===== src/rtl/jls_pkg.sv =====
// ----------------------------------------------------------------------------
// jls_pkg
// types and constants shared by the jacobi linear solver
// ----------------------------------------------------------------------------
`default_nettype none

package jls_pkg;

   localparam int CMD_W   = 2;
   localparam int ROW_W   = 6;
   localparam int DATA_W  = 32;
   localparam int ACC_W   = 64;
   localparam int SIZE_W  = 7;
   localparam int CHK_W   = 16;
   localparam int SWP_W   = 20;
   localparam int OUT_W   = 2;
   localparam int CSR_A_W = 2;

   localparam logic [CMD_W-1:0] CMD_LOAD_COEF = 2'd0;
   localparam logic [CMD_W-1:0] CMD_LOAD_VEC  = 2'd1;
   localparam logic [CMD_W-1:0] CMD_START     = 2'd2;

   localparam logic [CSR_A_W-1:0] CSR_SIZE  = 2'd0;
   localparam logic [CSR_A_W-1:0] CSR_CHECK = 2'd1;
   localparam logic [CSR_A_W-1:0] CSR_MAX   = 2'd2;

   localparam logic [OUT_W-1:0] OUT_CONVERGED = 2'd0;
   localparam logic [OUT_W-1:0] OUT_LIMIT     = 2'd1;
   localparam logic [OUT_W-1:0] OUT_ZERO_DIAG = 2'd2;

   localparam logic [SIZE_W-1:0] SIZE_RESET  = 7'd64;
   localparam logic [CHK_W-1:0]  CHECK_RESET = 16'd1000;
   localparam logic [SWP_W-1:0]  MAX_RESET   = 20'hFFFFF;

   typedef struct packed {
      logic [CMD_W-1:0]         cmd;
      logic [ROW_W-1:0]         row;
      logic [ROW_W-1:0]         col;
      logic signed [DATA_W-1:0] value;
      logic signed [DATA_W-1:0] guess;
   } req_type;

   typedef struct packed {
      logic [ROW_W-1:0]         index;
      logic signed [DATA_W-1:0] solution;
      logic                     last;
      logic [OUT_W-1:0]         outcome;
      logic [SWP_W-1:0]         sweeps_done;
   } rsp_type;

   typedef enum logic [7:0] {
      ST_IDLE   = 8'b0000_0001,
      ST_DIAG   = 8'b0000_0010,
      ST_TEST   = 8'b0000_0100,
      ST_MAC    = 8'b0000_1000,
      ST_DIV    = 8'b0001_0000,
      ST_COPY   = 8'b0010_0000,
      ST_UPDATE = 8'b0100_0000,
      ST_EMIT   = 8'b1000_0000
   } state_type;

endpackage

`default_nettype wire


===== src/rtl/jls_divider.sv =====
// ----------------------------------------------------------------------------
// jls_divider
// radix-2 restoring divider, 64-bit signed numerator by 32-bit signed
// divisor, quotient truncated toward zero and saturated to 32 bits
// ----------------------------------------------------------------------------
`default_nettype none

module jls_divider
   import jls_pkg::*;
(
   input  wire logic              clock,
   input  wire logic              reset,
   input  wire logic              start,
   input  wire logic [ACC_W-1:0]  num,
   input  wire logic [DATA_W-1:0] den,
   output logic                   done,
   output logic [DATA_W-1:0]      quot
);

   logic              busy_ff, busy_in;
   logic              done_ff, done_in;
   logic [6:0]        cnt_ff, cnt_in;
   logic [ACC_W-1:0]  nmag_ff, nmag_in;
   logic [DATA_W-1:0] dmag_ff, dmag_in;
   logic [DATA_W-1:0] rem_ff, rem_in;
   logic [ACC_W-1:0]  q_ff, q_in;
   logic              neg_ff, neg_in;
   logic [DATA_W-1:0] quot_ff, quot_in;

   logic [DATA_W:0]   rem_sh;
   logic [DATA_W:0]   rem_sub;
   logic              ge;
   logic [ACC_W-1:0]  q_nx;

   always_comb begin
      rem_sh  = {rem_ff, nmag_ff[ACC_W-1]};
      rem_sub = rem_sh - {1'b0, dmag_ff};
      ge      = rem_sh >= {1'b0, dmag_ff};
      q_nx    = {q_ff[ACC_W-2:0], ge};

      busy_in = busy_ff;
      done_in = 1'b0;
      cnt_in  = cnt_ff;
      nmag_in = nmag_ff;
      dmag_in = dmag_ff;
      rem_in  = rem_ff;
      q_in    = q_ff;
      neg_in  = neg_ff;
      quot_in = quot_ff;

      if (start) begin
         busy_in = 1'b1;
         cnt_in  = 7'd64;
         nmag_in = num[ACC_W-1] ? (~num + 64'd1) : num;
         dmag_in = den[DATA_W-1] ? (~den + 32'd1) : den;
         neg_in  = num[ACC_W-1] ^ den[DATA_W-1];
         rem_in  = '0;
         q_in    = '0;
      end else if (busy_ff) begin
         rem_in  = ge ? rem_sub[DATA_W-1:0] : rem_sh[DATA_W-1:0];
         q_in    = q_nx;
         nmag_in = {nmag_ff[ACC_W-2:0], 1'b0};
         cnt_in  = cnt_ff - 7'd1;
         if (cnt_ff == 7'd1) begin
            busy_in = 1'b0;
            done_in = 1'b1;
            if (neg_ff) begin
               quot_in = (q_nx >= 64'h8000_0000) ? 32'h8000_0000
                                                 : (~q_nx[DATA_W-1:0] + 32'd1);
            end else begin
               quot_in = (q_nx > 64'h7FFF_FFFF) ? 32'h7FFF_FFFF : q_nx[DATA_W-1:0];
            end
         end
      end
   end

   always_ff @(posedge clock) begin
      if (reset) begin
         busy_ff <= 1'b0;
         done_ff <= 1'b0;
      end else begin
         busy_ff <= busy_in;
         done_ff <= done_in;
      end
      cnt_ff  <= cnt_in;
      nmag_ff <= nmag_in;
      dmag_ff <= dmag_in;
      rem_ff  <= rem_in;
      q_ff    <= q_in;
      neg_ff  <= neg_in;
      quot_ff <= quot_in;
   end

   assign done = done_ff;
   assign quot = quot_ff;

`ifndef SYNTHESIS
   a_no_restart : assert property (@(posedge clock) disable iff (reset)
      busy_ff |-> !start) else $error("divider restarted while busy");
   a_done_ends_busy : assert property (@(posedge clock) disable iff (reset)
      done_ff |-> !busy_ff) else $error("divider done while busy");
   a_done_after_busy : assert property (@(posedge clock) disable iff (reset)
      done_ff |-> $past(busy_ff)) else $error("divider done without work");
`endif

endmodule

`default_nettype wire


===== config.mk =====
export PLATFORM = sky130hd
export DESIGN_NAME = jls_divider
export DESIGN_NICKNAME = d
export VERILOG_FILES = /design/src/rtl/jls_pkg.sv /design/src/rtl/jls_divider.sv
export SDC_FILE = /design/constraint.sdc
export NUM_CORES = 1
export LEC_CHECK = 0
export BUFFER_PORTS_ARGS = -buffer_cell sky130_fd_sc_hd__clkbuf_2
export CAP_MARGIN = 20
export CELL_PAD_IN_SITES_DETAIL_PLACEMENT = 1
export CELL_PAD_IN_SITES_GLOBAL_PLACEMENT = 2
export CORE_ASPECT_RATIO = 0.75
export CORE_MARGIN = 2
export CORE_UTILIZATION = 35
export DETAILED_ROUTE_END_ITERATION = 12
export PLACE_DENSITY = 0.81
export SLEW_MARGIN = 20
export SYNTH_ARGS = -nofsm -noshare
export SYNTH_HDL_FRONTEND = slang
export SYNTH_SLANG_ARGS = --single-unit

===== constraint.sdc =====
create_clock -name clock -period 4.6 [get_ports clock]
set_input_delay 0.92 -clock clock [delete_from_list [all_inputs] [get_ports clock]]
set_output_delay 0.92 -clock clock [all_outputs]
set_load 0.005 [all_outputs]

Word level (Yosys, flattened, before mapping). Cells that the tools add are included. Widths: inputs -> output; s select.

Add/subtract/negate cells: 5. Order comparisons: 3. Equality and inequality tests: 1. Multiplexer cells: 12. Bitwise logic cells: 6. Reduce and logical (&&, ||, !) cells: 3.

Operators with widths (number): $mux 64 (3); $mux 32 (4); $add 32x1->32 const B (2); $add 64x1->64 const B (1); $ge 64x32->1 const B (1); $gt 64x31->1 const B (1); $not 32->32 (2); $not 64->64 (1); $ge 33x32->1 (1); $sub 32x32->32 (1); $mux 31 (1); $eq 7x1->1 const B (1); $sub 7x1->7 const B (1); $mux 1 (4); $reduce_and 3->1 (1); $reduce_or 3->1 (1); $not 1->1 (2); $reduce_bool 2->1 (1); $xor 1x1->1 (1).

Register bits after elaboration: 233. Input port bits: 99. Output and inout port bits: 33. Logic and storage cells: 40.

Longest topological paths before layout.
Word-level depth: 5. Mapped depth: 19. Gate-level depth less buffers: 16.

Worst setup path after synthesis. Ideal clock, no wire load.

Path kind: flip-flop to flip-flop. Start point: register dmag_ff[10]. End point: register quot_ff[10] (netlist: quot[10]), data pin. Setup time: 0.264 ns. Data arrival time: 4.022 ns. Required time: 4.336 ns. Slack: 0.314 ns. Stages on the path, launching flop included: 18. Path buffers: 2. Clock period less this slack: 4.286 ns. Cells stage by stage: edfxtp_1 > inv_1 > ha_1 > a211oi_1 > o211ai_1 > a221oi_1 > a31oi_1 > o21ai_0 > and2_1 > clkbuf_1 > clkbuf_1 > ha_1 > nand3b_1 > or2_2 > or3_1 > or3_1 > a21oi_1 > a2bb2oi_1.

Longest elaborated chain between the ends: 5. Elaborated cells between the ends (all ways): 8. Classes of those cells: add/sub (1); order compare (3); mux (3); bitwise (1).

RTL lines: from (decl) (line jls_divider.sv:24) `logic [DATA_W-1:0] dmag_ff, dmag_in;`; from (signal assigned) (line jls_divider.sv:87) `dmag_ff <= dmag_in;`; $ge 33x32->1 * (line jls_divider.sv:38) `ge = rem_sh >= {1'b0, dmag_ff};`; branches (longest 3 deep; another with $gt 64x31->1); $mux 32 * (line jls_divider.sv:67) `if (neg_ff) begin`; to (signal assigned) (line jls_divider.sv:91) `quot_ff <= quot_in;`; to (decl) (line jls_divider.sv:28) `logic [DATA_W-1:0] quot_ff, quot_in;`.

Mark *: on every way between the ends. A chain may end at the register's enable or synchronous reset.

Worst setup path in the final report.
Start point: register dmag_ff[4]. End point: register quot_ff[10] (netlist: quot[10]), data pin.

Same word-level chain as after synthesis.

==> metrics <==
status finished clean; Worst VDD drop ~0.27 mV; RSZ-0062 raised after global routing no; Syn Area/Cell around 9.3 um2; FMAX about 0.24 GHz; Vias about 11,000; #FFs+latches synth approximately 230; final WL 35,770 um; TritonCTS clock tree built; storage element area 0.005959 mm2; Wirelength per Cell about 17 um; Slew Viols, Final 0; Critical Path AT approximately 4500 ps; Tot GR Track Use between 10% and 20%; DRC 0; # hold bufs at CTS 0; worst-margin pin slew 1068 ps; initial antenna violation count 3; GP Congestion approximately 0.8; PD cells ~380 mW/mm2; endpoints failing hold 0; total gr overflow 0; Synth Net Count between 1,500 and 2,000; commonest cells after routing, fill and taps aside nor2_1, clkbuf_2, edfxtp_1; Hold Path Class flop to flop; Post-synth EDFFs around 130; layout cells sized above 1 14.63%; CP Cell Sequence inv_1 > ha_1 > a21oi_1 > nand2_1 > o211ai_1 > a31oi_1 > o21ai_0 > and2_1 > ha_1 > nand3b_1 > or2_2 > or3_1 > or3_1 > a21oi_1 > a2bb2oi_1; leakage between 6 and 7 nW; Final min period approximately 4100 ps; Worst Setup Start Kind flop; Max-Slew Margin vs Limit around 29%; cell area after synthesis 0.01327 mm2; WP data required 4980 ps; post-route cell area ~0.015 mm2; fin crit share roughly nine tenths; Post-DRT Antenna Nets 0; Post-Syn Instances between 1,000 and 1,500; worst-path fanout max 6; n_diodes 0; commonest non-fill, non-tap cell in the layout nor2_1; clk_skew roughly 18 ps; CTS resizes 0; io pins between 100 and 150; clk slew on worst S/H paths 70 ps; yosys warns 0; first-pass GRT wire length 59,200 um; row count 61; post-DP HPWL roughly 25,000 um; initial drt markers between 500 and 600; H-Tree Depth 1; Die Ht approximately 170 um; Die X approximately 230 um; DIE AREA ~0.04 mm2; CP max stage cell ha_1; Setup Viol. Count Final 0; synth unique cells 70; area of the multi-input gates 0.006828 mm2; ys async rst share 0%; cts bufs inserted 26; max_cap viols 0; initial core utilization between 30% and 40%; Vias/cell between 5 and 6; clk sinks ~230; CP peak stage delay around 370 ps; Root Buffer clkbuf_16; Primary FF master, synth edfxtp_1; Nets ~1,700; setup TNS 0 ps; cell area after placement roughly 0.014 mm2; Fillers 4,349; detailed-router iteration count before antenna repair 5; area delta synth->final 15.94%; worst-case clock buffer depth 3; post-synthesis sequential area ratio between 40% and 50%; CP Capture Type flop; # Post-CTS Setup Buffers 0; IO Port Bufs roughly 130; Worst-Skew Late Latency about 550 ps; vias in the first global route between 10,000 and 15,000; Core Region about 0.037 mm2; WS Path Type flop to flop; largest net degree at the start of global routing 160
## cell families after synthesis
logic type / share of synthesized area (%)
and+or+nand+nor: 18.10
adders and majority gates: 3.641
muxes: 5.480
AOI/OAI and AO/OA: 16.70
buffers and inverters: 3.650
DFF: 44.90
xor gates and xnor gates: 7.527
## registers in the layout, indices dropped and copies added (netlist names)
name and cells:
cnt_ff 7, neg_ff 1, nmag_ff 64, quot 32
dmag_ff 32, busy_ff 1, done 1, q_ff 63
rem_ff 32
## power breakdown
group          switching (mW)  total, mW  leakage (nW)  internal, mW
logic                   0.637       1.04          3.52         0.401
registers              0.0819       2.45          2.09          2.36
clock network           0.892       2.29         0.466          1.39
total                    1.61       5.77          6.08          4.16
## cell type report
type	count	area share, %
timing repair buffer	144	5.117
clock inverter	9	0.6752
tap	504	4.100
inverter	59	1.440
clock buffer	39	5.524
multi-input combinational	1068	44.39
sequential	233	38.75
## final timing paths
kind,depth (start not counted),slack [ps],endpoint,from
max,15,470,quot[10],dmag_ff[4]
min,2,500,cnt_ff[6],cnt_ff[6]
max reg2reg,15,470,quot[10],dmag_ff[4]
min reg2reg,2,500,cnt_ff[6],cnt_ff[6]
## critical path: cells and delay by family, from the launching register on
kind / cells / cell delay (ps)
compound gates: 6 / 1390
flops: 1 / 360
fa+ha+maj: 2 / 600
simple gates: 6 / 1580
buf+inv: 1 / 50
## metrics by stage
stage          instances  hold WS [ps]  worst slack (ps)  total power, mW  utilization, %
2_1_floorplan       1429         457.9             314.0            3.188               -
3_3_place_gp        2008         473.1             510.8            3.495           38.73
3_5_place_dp        2008         477.1             458.0            3.521           38.73
4_1_cts             2056         500.6             440.2            5.826           41.29
5_1_grt             2056         524.3             51.04            6.051           41.29
6_report            2056         497.7             471.0            5.770           41.29
## Yosys cell counts, types with 3 or more instances
cell      count  share of area [%]
dfxtp_1     104                 16
a211oi_1     19                1.1
nor2_1      215                6.1
a211o_1       7               0.46
or2_2        11               0.52
nand2_1     111                3.1
nor4_1       22                1.0
xnor2_1      43                2.8
o31ai_1      30                1.7
nand3b_1      3               0.17
mux2i_1      67                5.1
o21bai_1      4               0.23
nand3_1      19               0.72
o21ai_0      77                2.9
o311ai_0     16                1.1
o41ai_1      14               0.92
a21oi_1     105                4.0
clkbuf_1     56                1.6
nor3_1       29                1.1
buf_1        10               0.28
and4_1        3               0.20
or4_1         3               0.17
a311oi_1     17                1.1
edfxtp_1    129                 29
a21o_1        9               0.51
and2_1        4               0.19
a31oi_1       5               0.24
a21boi_0      4               0.23
and3_1        7               0.33
or4_4         4               0.34
nand4_1      11               0.52
o211ai_1      6               0.34
ha_1         37                3.5
inv_1        58                1.6
nand2b_1      4               0.19
nor2b_1       6               0.28
mux2_2        5               0.42
buf_2         3               0.11
or3b_2        3               0.20
xor2_1       71                4.7
o21a_1        8               0.45
or3_1        32                1.5
## per-layer routing
metal / vias to the layer above / track usage (%) / wire length, um
li1: 5413 / - / -
met1: 5256 / 27.47 / 19060
met2: 151 / 26.60 / 14760
met3: 39 / 2.886 / 1358
met4: 4 / 3.139 / 556
met5: - / 0 / 30
Power figures use the tool's default switching activity.
